==> src/hdl/dzhp_pkg.sv <==
`timescale 1ns / 1ps

package dzhp_pkg;

    // Parse phases, one per header field or sub-step
    typedef enum logic [3:0] {
        PH_MAGIC1   = 4'd0,
        PH_MAGIC2   = 4'd1,
        PH_METHOD   = 4'd2,
        PH_FLAGS    = 4'd3,
        PH_MTIME    = 4'd4,
        PH_XFLOS    = 4'd5,
        PH_XLEN     = 4'd6,
        PH_SUBHDR   = 4'd7,
        PH_RAFIX    = 4'd8,
        PH_RASIZE   = 4'd9,
        PH_SKIP     = 4'd10,
        PH_FNAME    = 4'd11,
        PH_FCOMMENT = 4'd12,
        PH_FHCRC    = 4'd13,
        PH_DATA     = 4'd14,
        PH_IDLE     = 4'd15
    } phase_t;

    // Result kinds
    localparam logic [1:0] KIND_OFFSET = 2'd0;
    localparam logic [1:0] KIND_DONE   = 2'd1;
    localparam logic [1:0] KIND_ERROR  = 2'd2;

    // Error codes
    localparam logic [2:0] ERR_MAGIC     = 3'd0;
    localparam logic [2:0] ERR_METHOD    = 3'd1;
    localparam logic [2:0] ERR_NO_EXTRA  = 3'd2;
    localparam logic [2:0] ERR_VERSION   = 3'd3;
    localparam logic [2:0] ERR_LENGTH    = 3'd4;
    localparam logic [2:0] ERR_OVERRUN   = 3'd5;
    localparam logic [2:0] ERR_NO_RA     = 3'd6;
    localparam logic [2:0] ERR_TRUNCATED = 3'd7;

    // Fixed header bytes
    localparam logic [7:0]  GZ_MAGIC1      = 8'h1f;
    localparam logic [7:0]  GZ_MAGIC2      = 8'h8b;
    localparam logic [7:0]  GZ_DEFLATE     = 8'h08;
    localparam logic [15:0] RA_SUBFIELD_ID = 16'h5241;
    localparam logic [15:0] RA_VERSION     = 16'd1;

    // Bit positions in the gzip FLG byte
    localparam int FLG_FHCRC    = 1;
    localparam int FLG_FEXTRA   = 2;
    localparam int FLG_FNAME    = 3;
    localparam int FLG_FCOMMENT = 4;

    // Kept flag bits: [0] FHCRC, [1] FNAME, [2] FCOMMENT
    typedef logic [2:0] opt_flags_t;

    // One result item
    typedef struct packed {
        logic [1:0]  kind;
        logic [2:0]  error_code;
        logic [31:0] mod_time;
        logic [15:0] chunk_total;
        logic [15:0] chunk_length;
        logic [31:0] value;
        logic [15:0] chunk_index;
    } result_t;

    // Next optional field after the given stage
    // (0 after extra, 1 after name, 2 after comment, 3 after header CRC)
    function automatic phase_t next_optional(input logic [1:0] stage, input opt_flags_t flags);
        phase_t ph;
        if (stage == 2'd0 && flags[1])
            ph = PH_FNAME;
        else if (stage <= 2'd1 && flags[2])
            ph = PH_FCOMMENT;
        else if (stage <= 2'd2 && flags[0])
            ph = PH_FHCRC;
        else
            ph = PH_DATA;
        return ph;
    endfunction

endpackage

==> src/hdl/dictzip_header_parser_top.sv <==
`timescale 1ns / 1ps

// Channel   | Dir | tdata                                   | tuser       | tlast
// ----------+-----+-----------------------------------------+-------------+-------------
// s_axis    | in  | data_byte (8)                           | start_req   | end_of_input
// m_axis    | out | chunk_index, value, chunk_length,       | kind (2)    | -
//           |     | chunk_total, mod_time, error_code (120) |             |
//
// One input transfer per cycle while tready is high. The byte is parsed combinationally
// while it is offered; at the accepting edge its result (if any) is loaded into the
// output register, or into a one-entry skid stage if the output is held. So input
// stays open while one result waits; tready drops only when both are full.
// rst_n is asynchronous: the parser returns to the first magic byte, outputs empty.

module dictzip_header_parser_top
(
    input  logic         clk,
    input  logic         rst_n,
    input  logic         s_axis_tvalid,
    output logic         s_axis_tready,
    input  logic [7:0]   s_axis_tdata,   // [7:0] data_byte
    input  logic         s_axis_tuser,   // [0] start_req
    input  logic         s_axis_tlast,   // end_of_input
    output logic         m_axis_tvalid,
    input  logic         m_axis_tready,
    output logic [119:0] m_axis_tdata,   // [15:0] chunk_index, [47:16] value,
                                         // [63:48] chunk_length, [79:64] chunk_total,
                                         // [111:80] mod_time, [114:112] error_code
    output logic [1:0]   m_axis_tuser    // [1:0] kind
);
    import dzhp_pkg::*;

    // Parser state
    phase_t      phase_reg,    phase_next;
    logic [2:0]  fbc_reg,      fbc_next;
    opt_flags_t  flags_reg,    flags_next;
    logic [15:0] extra_reg,    extra_next;
    logic [15:0] sub_id_reg,   sub_id_next;
    logic [15:0] sub_len_reg,  sub_len_next;
    logic [31:0] asm_reg,      asm_next;
    logic [15:0] clen_reg,     clen_next;
    logic [15:0] ccount_reg,   ccount_next;
    logic [15:0] cctr_reg,     cctr_next;
    logic [31:0] roff_reg,     roff_next;
    logic [31:0] pos_reg,      pos_next;
    logic [31:0] mtime_reg,    mtime_next;
    logic        found_reg,    found_next;

    // Output register and skid stage
    logic        out_valid_reg,  out_valid_next;
    result_t     out_data_reg,   out_data_next;
    logic        skid_valid_reg, skid_valid_next;
    result_t     skid_data_reg,  skid_data_next;

    logic        in_xfer;
    logic        res_valid;
    logic [1:0]  res_kind;
    logic [2:0]  res_code;
    logic [15:0] res_idx;
    logic [31:0] res_val;
    result_t     res;

    assign s_axis_tready = !skid_valid_reg;
    assign in_xfer       = s_axis_tvalid && s_axis_tready;

    // Parse one byte
    always_comb
    begin
        logic do_end;
        logic hold_pos;
        logic [7:0] b;

        phase_next   = phase_reg;
        fbc_next     = fbc_reg;
        flags_next   = flags_reg;
        extra_next   = extra_reg;
        sub_id_next  = sub_id_reg;
        sub_len_next = sub_len_reg;
        asm_next     = asm_reg;
        clen_next    = clen_reg;
        ccount_next  = ccount_reg;
        cctr_next    = cctr_reg;
        roff_next    = roff_reg;
        pos_next     = pos_reg;
        mtime_next   = mtime_reg;
        found_next   = found_reg;
        res_valid    = 1'b0;
        res_kind     = KIND_OFFSET;
        res_code     = ERR_MAGIC;
        res_idx      = 16'd0;
        res_val      = 32'd0;
        do_end       = 1'b0;
        hold_pos     = 1'b0;
        b            = s_axis_tdata;

        // start of a new file clears everything
        if (s_axis_tuser)
        begin
            phase_next   = PH_MAGIC1;
            fbc_next     = 3'd0;
            flags_next   = '0;
            extra_next   = 16'd0;
            sub_id_next  = 16'd0;
            sub_len_next = 16'd0;
            asm_next     = 32'd0;
            clen_next    = 16'd0;
            ccount_next  = 16'd0;
            cctr_next    = 16'd0;
            roff_next    = 32'd0;
            pos_next     = 32'd0;
            mtime_next   = 32'd0;
            found_next   = 1'b0;
        end

        if (s_axis_tlast)
        begin
            // end of input: finish or flag truncation
            if (phase_next == PH_DATA)
            begin
                res_valid  = 1'b1;
                res_kind   = KIND_DONE;
                res_val    = pos_next;
                phase_next = PH_IDLE;
            end
            else if (phase_next != PH_IDLE)
            begin
                res_valid  = 1'b1;
                res_kind   = KIND_ERROR;
                res_code   = ERR_TRUNCATED;
                res_val    = pos_next;
                phase_next = PH_IDLE;
            end
        end
        else if (phase_next != PH_IDLE)
        begin
            asm_next = {b, asm_next[31:8]};
            unique case (phase_next)
                PH_MAGIC1:
                begin
                    if (b != GZ_MAGIC1)
                    begin
                        res_valid = 1'b1; res_kind = KIND_ERROR; res_code = ERR_MAGIC;
                        res_val = pos_next; phase_next = PH_IDLE; hold_pos = 1'b1;
                    end
                    else
                        phase_next = PH_MAGIC2;
                end
                PH_MAGIC2:
                begin
                    if (b != GZ_MAGIC2)
                    begin
                        res_valid = 1'b1; res_kind = KIND_ERROR; res_code = ERR_MAGIC;
                        res_val = pos_next; phase_next = PH_IDLE; hold_pos = 1'b1;
                    end
                    else
                        phase_next = PH_METHOD;
                end
                PH_METHOD:
                begin
                    if (b != GZ_DEFLATE)
                    begin
                        res_valid = 1'b1; res_kind = KIND_ERROR; res_code = ERR_METHOD;
                        res_val = pos_next; phase_next = PH_IDLE; hold_pos = 1'b1;
                    end
                    else
                        phase_next = PH_FLAGS;
                end
                PH_FLAGS:
                begin
                    flags_next = {b[FLG_FCOMMENT], b[FLG_FNAME], b[FLG_FHCRC]};
                    if (!b[FLG_FEXTRA])
                    begin
                        res_valid = 1'b1; res_kind = KIND_ERROR; res_code = ERR_NO_EXTRA;
                        res_val = pos_next; phase_next = PH_IDLE; hold_pos = 1'b1;
                    end
                    else
                    begin
                        phase_next = PH_MTIME;
                        fbc_next   = 3'd0;
                    end
                end
                PH_MTIME:
                begin
                    fbc_next = fbc_next + 3'd1;
                    if (fbc_next == 3'd4)
                    begin
                        mtime_next = asm_next;
                        phase_next = PH_XFLOS;
                        fbc_next   = 3'd0;
                    end
                end
                PH_XFLOS:
                begin
                    fbc_next = fbc_next + 3'd1;
                    if (fbc_next == 3'd2)
                    begin
                        phase_next = PH_XLEN;
                        fbc_next   = 3'd0;
                    end
                end
                PH_XLEN:
                begin
                    fbc_next = fbc_next + 3'd1;
                    if (fbc_next == 3'd2)
                    begin
                        extra_next = asm_next[31:16];
                        do_end     = 1'b1;
                    end
                end
                PH_SUBHDR:
                begin
                    if (fbc_next == 3'd0)
                        sub_id_next = {b, 8'd0};
                    else if (fbc_next == 3'd1)
                        sub_id_next = {sub_id_next[15:8], b};
                    fbc_next = fbc_next + 3'd1;
                    if (fbc_next == 3'd4)
                    begin
                        sub_len_next = asm_next[31:16];
                        if (({1'b0, sub_len_next} + 17'd4) > {1'b0, extra_next})
                        begin
                            res_valid = 1'b1; res_kind = KIND_ERROR; res_code = ERR_OVERRUN;
                            res_val = pos_next; phase_next = PH_IDLE; hold_pos = 1'b1;
                        end
                        else
                        begin
                            extra_next = extra_next - sub_len_next - 16'd4;
                            fbc_next   = 3'd0;
                            if (sub_id_next == RA_SUBFIELD_ID)
                            begin
                                found_next = 1'b1;
                                cctr_next  = 16'd0;
                                roff_next  = 32'd0;
                                phase_next = PH_RAFIX;
                            end
                            else if (sub_len_next == 16'd0)
                                do_end = 1'b1;
                            else
                                phase_next = PH_SKIP;
                        end
                    end
                end
                PH_RAFIX:
                begin
                    fbc_next = fbc_next + 3'd1;
                    if (fbc_next == 3'd2)
                    begin
                        if (asm_next[31:16] != RA_VERSION)
                        begin
                            res_valid = 1'b1; res_kind = KIND_ERROR; res_code = ERR_VERSION;
                            res_val = pos_next; phase_next = PH_IDLE; hold_pos = 1'b1;
                        end
                    end
                    else if (fbc_next == 3'd4)
                        clen_next = asm_next[31:16];
                    else if (fbc_next == 3'd6)
                    begin
                        ccount_next = asm_next[31:16];
                        fbc_next    = 3'd0;
                        if ({2'b00, sub_len_next} != ({1'b0, ccount_next, 1'b0} + 18'd6))
                        begin
                            res_valid = 1'b1; res_kind = KIND_ERROR; res_code = ERR_LENGTH;
                            res_val = pos_next; phase_next = PH_IDLE; hold_pos = 1'b1;
                        end
                        else if (ccount_next == 16'd0)
                            do_end = 1'b1;
                        else
                            phase_next = PH_RASIZE;
                    end
                end
                PH_RASIZE:
                begin
                    fbc_next = fbc_next + 3'd1;
                    if (fbc_next == 3'd2)
                    begin
                        fbc_next  = 3'd0;
                        res_valid = 1'b1;
                        res_kind  = KIND_OFFSET;
                        res_idx   = cctr_next;
                        res_val   = roff_next;
                        roff_next = roff_next + {16'd0, asm_next[31:16]};
                        cctr_next = cctr_next + 16'd1;
                        if (cctr_next == ccount_next)
                            do_end = 1'b1;
                    end
                end
                PH_SKIP:
                begin
                    sub_len_next = sub_len_next - 16'd1;
                    if (sub_len_next == 16'd0)
                        do_end = 1'b1;
                end
                PH_FNAME:
                begin
                    if (b == 8'd0)
                    begin
                        phase_next = next_optional(2'd1, flags_next);
                        fbc_next   = 3'd0;
                    end
                end
                PH_FCOMMENT:
                begin
                    if (b == 8'd0)
                    begin
                        phase_next = next_optional(2'd2, flags_next);
                        fbc_next   = 3'd0;
                    end
                end
                PH_FHCRC:
                begin
                    fbc_next = fbc_next + 3'd1;
                    if (fbc_next == 3'd2)
                        phase_next = next_optional(2'd3, flags_next);
                end
                PH_DATA:
                begin
                    res_valid  = 1'b1;
                    res_kind   = KIND_DONE;
                    res_val    = pos_next;
                    phase_next = PH_IDLE;
                    hold_pos   = 1'b1;
                end
                PH_IDLE:
                begin
                    hold_pos = 1'b1;
                end
            endcase

            // end of a subfield: next subfield, optional fields or missing RA
            if (do_end)
            begin
                if (extra_next == 16'd0)
                begin
                    if (!found_next)
                    begin
                        res_valid  = 1'b1;
                        res_kind   = KIND_ERROR;
                        res_code   = ERR_NO_RA;
                        res_idx    = 16'd0;
                        res_val    = pos_next;
                        phase_next = PH_IDLE;
                    end
                    else
                    begin
                        phase_next = next_optional(2'd0, flags_next);
                        fbc_next   = 3'd0;
                    end
                end
                else
                begin
                    phase_next = PH_SUBHDR;
                    fbc_next   = 3'd0;
                end
            end

            if (!hold_pos)
                pos_next = pos_next + 32'd1;
        end
    end

    // Assemble the result item
    always_comb
    begin
        res.kind         = res_kind;
        res.error_code   = res_code;
        res.mod_time     = mtime_next;
        res.chunk_total  = ccount_next;
        res.chunk_length = clen_next;
        res.value        = res_val;
        res.chunk_index  = res_idx;
    end

    // Output register and skid stage steering
    always_comb
    begin
        logic new_res;
        new_res         = in_xfer && res_valid;
        out_valid_next  = out_valid_reg;
        out_data_next   = out_data_reg;
        skid_valid_next = skid_valid_reg;
        skid_data_next  = skid_data_reg;
        if (!out_valid_reg || m_axis_tready)
        begin
            if (skid_valid_reg)
            begin
                out_valid_next  = 1'b1;
                out_data_next   = skid_data_reg;
                skid_valid_next = 1'b0;
            end
            else
            begin
                out_valid_next = new_res;
                out_data_next  = res;
            end
        end
        else if (new_res)
        begin
            skid_valid_next = 1'b1;
            skid_data_next  = res;
        end
    end

    // Control and parser state
    always_ff @(posedge clk or negedge rst_n)
    begin
        if (!rst_n)
        begin
            phase_reg      <= PH_MAGIC1;
            fbc_reg        <= 3'd0;
            flags_reg      <= '0;
            extra_reg      <= 16'd0;
            sub_id_reg     <= 16'd0;
            sub_len_reg    <= 16'd0;
            asm_reg        <= 32'd0;
            clen_reg       <= 16'd0;
            ccount_reg     <= 16'd0;
            cctr_reg       <= 16'd0;
            roff_reg       <= 32'd0;
            pos_reg        <= 32'd0;
            mtime_reg      <= 32'd0;
            found_reg      <= 1'b0;
            out_valid_reg  <= 1'b0;
            skid_valid_reg <= 1'b0;
        end
        else
        begin
            if (in_xfer)
            begin
                phase_reg   <= phase_next;
                fbc_reg     <= fbc_next;
                flags_reg   <= flags_next;
                extra_reg   <= extra_next;
                sub_id_reg  <= sub_id_next;
                sub_len_reg <= sub_len_next;
                asm_reg     <= asm_next;
                clen_reg    <= clen_next;
                ccount_reg  <= ccount_next;
                cctr_reg    <= cctr_next;
                roff_reg    <= roff_next;
                pos_reg     <= pos_next;
                mtime_reg   <= mtime_next;
                found_reg   <= found_next;
            end
            out_valid_reg  <= out_valid_next;
            skid_valid_reg <= skid_valid_next;
        end
    end

    // Result payload
    always_ff @(posedge clk)
    begin
        out_data_reg  <= out_data_next;
        skid_data_reg <= skid_data_next;
    end

    assign m_axis_tvalid = out_valid_reg;
    assign m_axis_tuser  = out_data_reg.kind;
    assign m_axis_tdata  = {5'd0, out_data_reg.error_code, out_data_reg.mod_time,
                            out_data_reg.chunk_total, out_data_reg.chunk_length,
                            out_data_reg.value, out_data_reg.chunk_index};

endmodule
==> config.mk <==
export PLATFORM = sky130hd
export DESIGN_NAME = dictzip_header_parser_top
export DESIGN_NICKNAME = d
export VERILOG_FILES = /design/src/hdl/dzhp_pkg.sv /design/src/hdl/dictzip_header_parser_top.sv
export SDC_FILE = /design/constraint.sdc
export NUM_CORES = 1
export LEC_CHECK = 0
export BUFFER_PORTS_ARGS = -buffer_cell sky130_fd_sc_hd__buf_4
export CAP_MARGIN = 20
export CORE_MARGIN = 2
export CORE_UTILIZATION = 30
export CTS_CLUSTER_SIZE = 12
export DETAILED_ROUTE_END_ITERATION = 12
export PLACE_DENSITY = 0.51
export SLEW_MARGIN = 10
export SYNTH_ARGS = -nofsm -noshare
export SYNTH_HDL_FRONTEND = slang
export SYNTH_SLANG_ARGS = --single-unit
==> constraint.sdc <==
create_clock -name clk -period 19.93 [get_ports clk]
set_input_delay 0.9965 -clock clk [delete_from_list [all_inputs] [get_ports clk]]
set_output_delay 0.9965 -clock clk [all_outputs]
set_load 0.02 [all_outputs]
# Yosys cells after proc, flatten, opt, wreduce, memory -nomap -nowiden
# Cells that the tools add are included.
dict set report op_classes {
  addsub 9
  n_lt_le_gt_ge 1
  eq_ne 27
  muxes 232
  n_bitwise 1
  reduce_logical 17
}
# operator count
set op_table {}
lappend op_table {{32-bit two-way mux} 38}
lappend op_table {{16-bit two-way mux} 47}
lappend op_table {{32-bit one-hot mux with 8 select lines} 1}
lappend op_table {{117-bit two-way mux} 1}
lappend op_table {{3-bit two-way mux} 36}
lappend op_table {{4-bit two-way mux} 26}
lappend op_table {{16-bit one-hot mux with 2 select lines} 3}
lappend op_table {{32-bit one-hot mux with 2 select lines} 1}
lappend op_table {{16-bit zero test} 3}
lappend op_table {{2-bit two-way mux} 24}
lappend op_table {{4-bit one-hot mux with 12 select lines} 1}
lappend op_table {{1-bit two-way mux} 47}
lappend op_table {{32-bit by 1-bit adder with 32-bit output, second input constant} 1}
lappend op_table {{32-bit by 16-bit adder with 32-bit output} 1}
lappend op_table {{4-bit == test, second input constant} 8}
lappend op_table {{3-bit one-hot mux with 7 select lines} 1}
lappend op_table {{17-bit by 3-bit adder with 18-bit output, second input constant} 1}
lappend op_table {{16-bit by 18-bit != test with 1-bit output} 1}
lappend op_table {{16-bit by 3-bit adder with 17-bit output, second input constant} 1}
lappend op_table {{17-bit by 16-bit greater-than comparator with 1-bit output} 1}
lappend op_table {{16-bit by 1-bit adder with 16-bit output, second input constant} 1}
lappend op_table {{16-bit by 15-bit == test with 1-bit output, second input constant} 1}
lappend op_table {{16-bit == test} 1}
lappend op_table {{4-bit by 3-bit == test with 1-bit output, second input constant} 4}
lappend op_table {{other kinds (30)} 37}
dict set report totals {
  regBits 471
  input_bits 14
  output_inout_bits 124
  wordCells 317
}

# Longest topological paths before layout
dict set report depth {
  depth_word 22
  ltp_mapped 29
  depth_no_buf 18
}

# Worst setup path after synthesis
# Ideal clock, no wire load.
dict set report synth_path {
  path_type {input port to flip-flop}
  start {in s_axis_tuser}
  end {reg skid_data_reg[0] in the netlist's numbering (enable)}
  setup_time_ps 880
  arrival_ps 16809
  required_ps 19050
  path_slack_ps 2241
  cell_stages 27
  n_path_buf 10
  path_cell_list {buf_2 > buf_2 > buf_6 > buf_6 > buf_2 > buf_1 > clkbuf_1 > nor2b_1 > ha_1 > nand4_1 > nor3_1 > xor2_1 > ha_1 > nand4_1 > nor4_1 > a31o_4 > a211o_1 > buf_4 > a21oi_1 > a211o_1 > nor4_1 > and3_1 > and3_1 > buf_4 > buf_4 > nor3_1 > nor4_1}
}
dict set report synth_via {
  elab_chain_cells 21
  elab_cells_between_ends 89
  cone_classes {add/sub (7); order compare (1); eq/ne (18); mux (56); reduce/logical (7)}
}
# item line
set synth_lines {}
lappend synth_lines {{start, declared} dictzip_header_parser_top.sv:22} ;# input logic s_axis_tuser,
lappend synth_lines {{parallel branches: the longest is 18 deep, another holds 16-bit subtractor} -}
lappend synth_lines {{1-bit two-way mux *} dictzip_header_parser_top.sv:115} ;# if (s_axis_tlast)
lappend synth_lines {{1-bit logical AND *} dictzip_header_parser_top.sv:377} ;# new_res = in_xfer && res_valid;
lappend synth_lines {{2-bit AND reduction (no source line) *} -}
lappend synth_lines {{end signal, assigned} dictzip_header_parser_top.sv:453} ;# skid_data_reg <= skid_data_next;
lappend synth_lines {{end, declared} dictzip_header_parser_top.sv:53} ;# result_t skid_data_reg, skid_data_next;
# Mark *: on every way between the ends. The select of a mux whose other input is x is not followed.
# A chain may end at the register's enable or synchronous reset.

# Worst setup path after layout
dict set report layout_path {
  start {in s_axis_tuser}
  end {reg skid_data_reg[61] in the netlist's numbering (enable)}
}
# The elaborated chain is that of the path after synthesis.

==> out/results.tsv <==
stage	metric	value	unit
clock_tree	clk_pin_slew	0.05	ns
sta	tns	0	ns
sta	finalSetupViolCount	0	
floorplan	dieHeight	303	um
cells_and_area	layout.nets	2978	
global_routing	antenna_found_initial	0	
yosys	synth_area	26900	sq um
cells_and_area	largest_reg_flops	117	
clock_tree	insertion_delay	0.63	ns
routing	wire_per_inst	21.3	um
flow_run	max-cap-violations	0	
floorplan	dieArea	92000	sq um
yosys	synth-seq-cells	463	
pwr	vdd_ir_drop_max	0.0567	mV
cells_and_area	layout-drive-gt1-share	12.8	%
clock_tree	cts_tree	done	
clock_tree	ctsRootBufferMaster	clkbuf_16	
global_routing	grt_pass1_vias	21200	
clock_tree	cts_setup_buffers	0	
yosys	synth_top_family_by_area	simple AND/OR/NAND/NOR gates	
pwr	power.density	87.5	nW/um^2
setup_path	r2r-start	asm_reg[27]	
global_routing	grt_usage	18.7	%
min_path	hold_path_class	flip-flop to flip-flop	
global_routing	grt_max_degree	129	
routing	finalWirelength	87.3	mm
floorplan	initial_utilization	30.4	%
floorplan	row_count	109	
clock_tree	cts_resized	0	
sta	period_needed	9.03	ns
sta	fin_worst_skew	0.0344	ns
clock_tree	htree_levels	2	
floorplan	core	88500	sq um
sta	slew_violations	0	
sta	finalHoldViolations	0	
clock_tree	hold_buffers	0	
sta	fmax	0.111	GHz
routing	drtIter0Drc	1895	
yosys	synth-edff-count	234	
setup_path	reg2reg_setup_slack	11.68	ns
yosys	synth_top_area_share	26.2	%
min_path	min_path_cells	2	
placement	port_buffers	132	
setup_path	crit_fanout	77	
status	status	complete, no violations	
yosys	muxShareOfSynthArea	3.16	%
yosys	yosysTopAreaCell	edfxtp_1	
cells_and_area	antenna_cells	0	
cells_and_area	post-route-util	34.6	%
cells_and_area	synthToLayoutAreaGrowth	14.0	%
setup_path	worstSetupPathType	input pin to flip-flop	
routing	dr.pass1.iters	5	
setup_path	start_kind	input pin	
global_routing	overflow	0	
sta	worst_slew_pin_slew	1.18	ns
routing	drc	0	
floorplan	io_pins	138	
min_path	hold_start	clen_reg[12]	
floorplan	die-width	303	um
clock_tree	cts_buffers	53	
yosys	synth-adder-area-share	3.67	%
clock_tree	cts.sinks	463	
yosys	synth_cell_types	98	
routing	viasPerCell	5.36	
routing	vias	22000	
sta	rsz0062_at_grt	false	
yosys	yosys.area_share.simple	19.4	%
placement	hpwl	58.8	mm
clock_tree	cts.path.max_buffers	3	
setup_path	worstPathRequired	20.16	ns
placement	gp_congestion	0.916	
yosys	ys_seq_area_share	47.5	%
yosys	synthArstFlopShare	49.5	%
yosys	synthXorXnorAreaFrac	3.74	%
yosys	synth-compound-area-share	17.8	%
pwr	leakage	0.0126	uW
yosys	synth_cells	2860	
global_routing	grt_pass1_wl	133	mm
min_path	min_to	clen_reg[12]	
yosys	synth_ff_type	edfxtp_1	
setup_path	rr_endpoint	skid_data_reg[61]	
yosys	synth.avg_cell_area	9.39	sq um
sta	finalCritPeriodShare	45.3	%
yosys	yosys-top-cells-area	edfxtp_1, dfrtp_1, nand2_1	
yosys	ys_warn_count	0	
routing	drtAntennaViolNets	0	
setup_path	reg2regPathDepth	20	
setup_path	cp-end-kind	flip-flop	
sta	slew_headroom	21.1	%
setup_path	arrival	9.26	ns
## routing by layer
metal	routed length [um]	global-route usage [%]	up-vias
met5	0	0	-
met4	2850	6.29	0
met3	4640	2.56	166
met2	40700	30.7	664
met1	39100	25.5	10800
li1	-	-	10400
## layout make-up
class,instances,area [sq um]
flip-flops and latches,463,12800
repair buffers,170,1300
well taps,1165,1460
multi-input cells,2089,12900
inverters,111,418
clock inverters,26,297
clock buffers,74,1520
fillers,8979,57900
## power breakdown
part | switching [uW] | internal, uW
clock network | 424 | 599
registers | 61.6 | 1100
logic | 330 | 167
## cells in the mapped netlist (all sizes together) (13+ instances only)
cell type	instances
and3	28
and2	19
xor2	46
nand4	36
o31ai	27
mux2i	42
xnor2	68
buf	69
nor3	45
ha	74
nand2b	21
a22o	61
nor2b	61
edfxtp	234
clkbuf	132
o21ai	228
nor2	177
dfrtp	229
o22ai	18
a31oi	44
o211ai	29
nand2	477
nand3	106
or2	41
inv	111
a221o	13
mux2	38
nor4	30
a21o	19
a22oi	25
a21oi	133
## layout by cell type (no fill, tap or decap), drive strengths merged, types with 68 or more instances in the layout
master  instances
inv           112
ha             74
o21ai         228
nand3         106
clkbuf         74
nor2          177
nand2         477
dfrtp         229
a21oi         133
buf           170
xnor2          68
edfxtp        234
## per-stage QoR
step / instance area, sq um / instances / hold WS, ns / power (uW) / setup WS (ns)
after global placement: 28800 / 3998 / 0.455 / 1680 / 10.56
after detailed placement: 28800 / 3998 / 0.463 / 1680 / 10.36
after CTS: 30600 / 4098 / 0.477 / 2710 / 11.02
after global routing: 30600 / 4098 / 0.502 / 2790 / 10.34
final: 30600 / 4098 / 0.472 / 2680 / 10.90
after floorplan: 26900 / 2864 / 0.442 / 1480 / 2.24
## worst max-delay path by stage
| stage | slack [ns] | end | startpoint | cells after the start |
|---|---|---|---|---|
| 2_1_floorplan | 2.24 | skid_data_reg[0] | s_axis_tuser | 27 |
| 5_1_grt | 10.34 | skid_data_reg[56] | s_axis_tuser | 22 |
| 6_report | 10.90 | skid_data_reg[61] | s_axis_tuser | 22 |
| 4_1_cts | 11.02 | skid_data_reg[57] | s_axis_tuser | 22 |
| 3_3_place_gp | 10.56 | skid_data_reg[56] | s_axis_tuser | 22 |
| 3_5_place_dp | 10.36 | skid_data_reg[56] | s_axis_tuser | 22 |
## kinds of logic (layout without fill, tap and decap cells)
logic type / count (synthesis) / after routing
simple gates: 1094 / 1094
compound gates: 718 / 718
flops: 463 / 463
buf+inv: 312 / 381
xor+xnor: 114 / 114
mux: 80 / 80
fa+ha+maj: 78 / 78
other cells: 1 / 5
## critical path, stage by stage
cell	delay, ns
buf_6	0.25
inv_2	0.73
buf_4	0.72
nand2_1	0.23
inv_1	0.14
ha_1	0.17
inv_1	0.05
ha_1	0.31
nand2_1	0.26
inv_1	0.68
nand2_1	0.49
nor4_1	0.45
nand4_1	0.14
a2111o_1	0.45
nand3_1	0.17
o2111a_1	0.25
and3_1	0.20
buf_4	0.47
nor3_1	0.13
nor4_2	0.30
buf_4	0.80
buf_4	0.69
(Power assumes the default switching activity.)
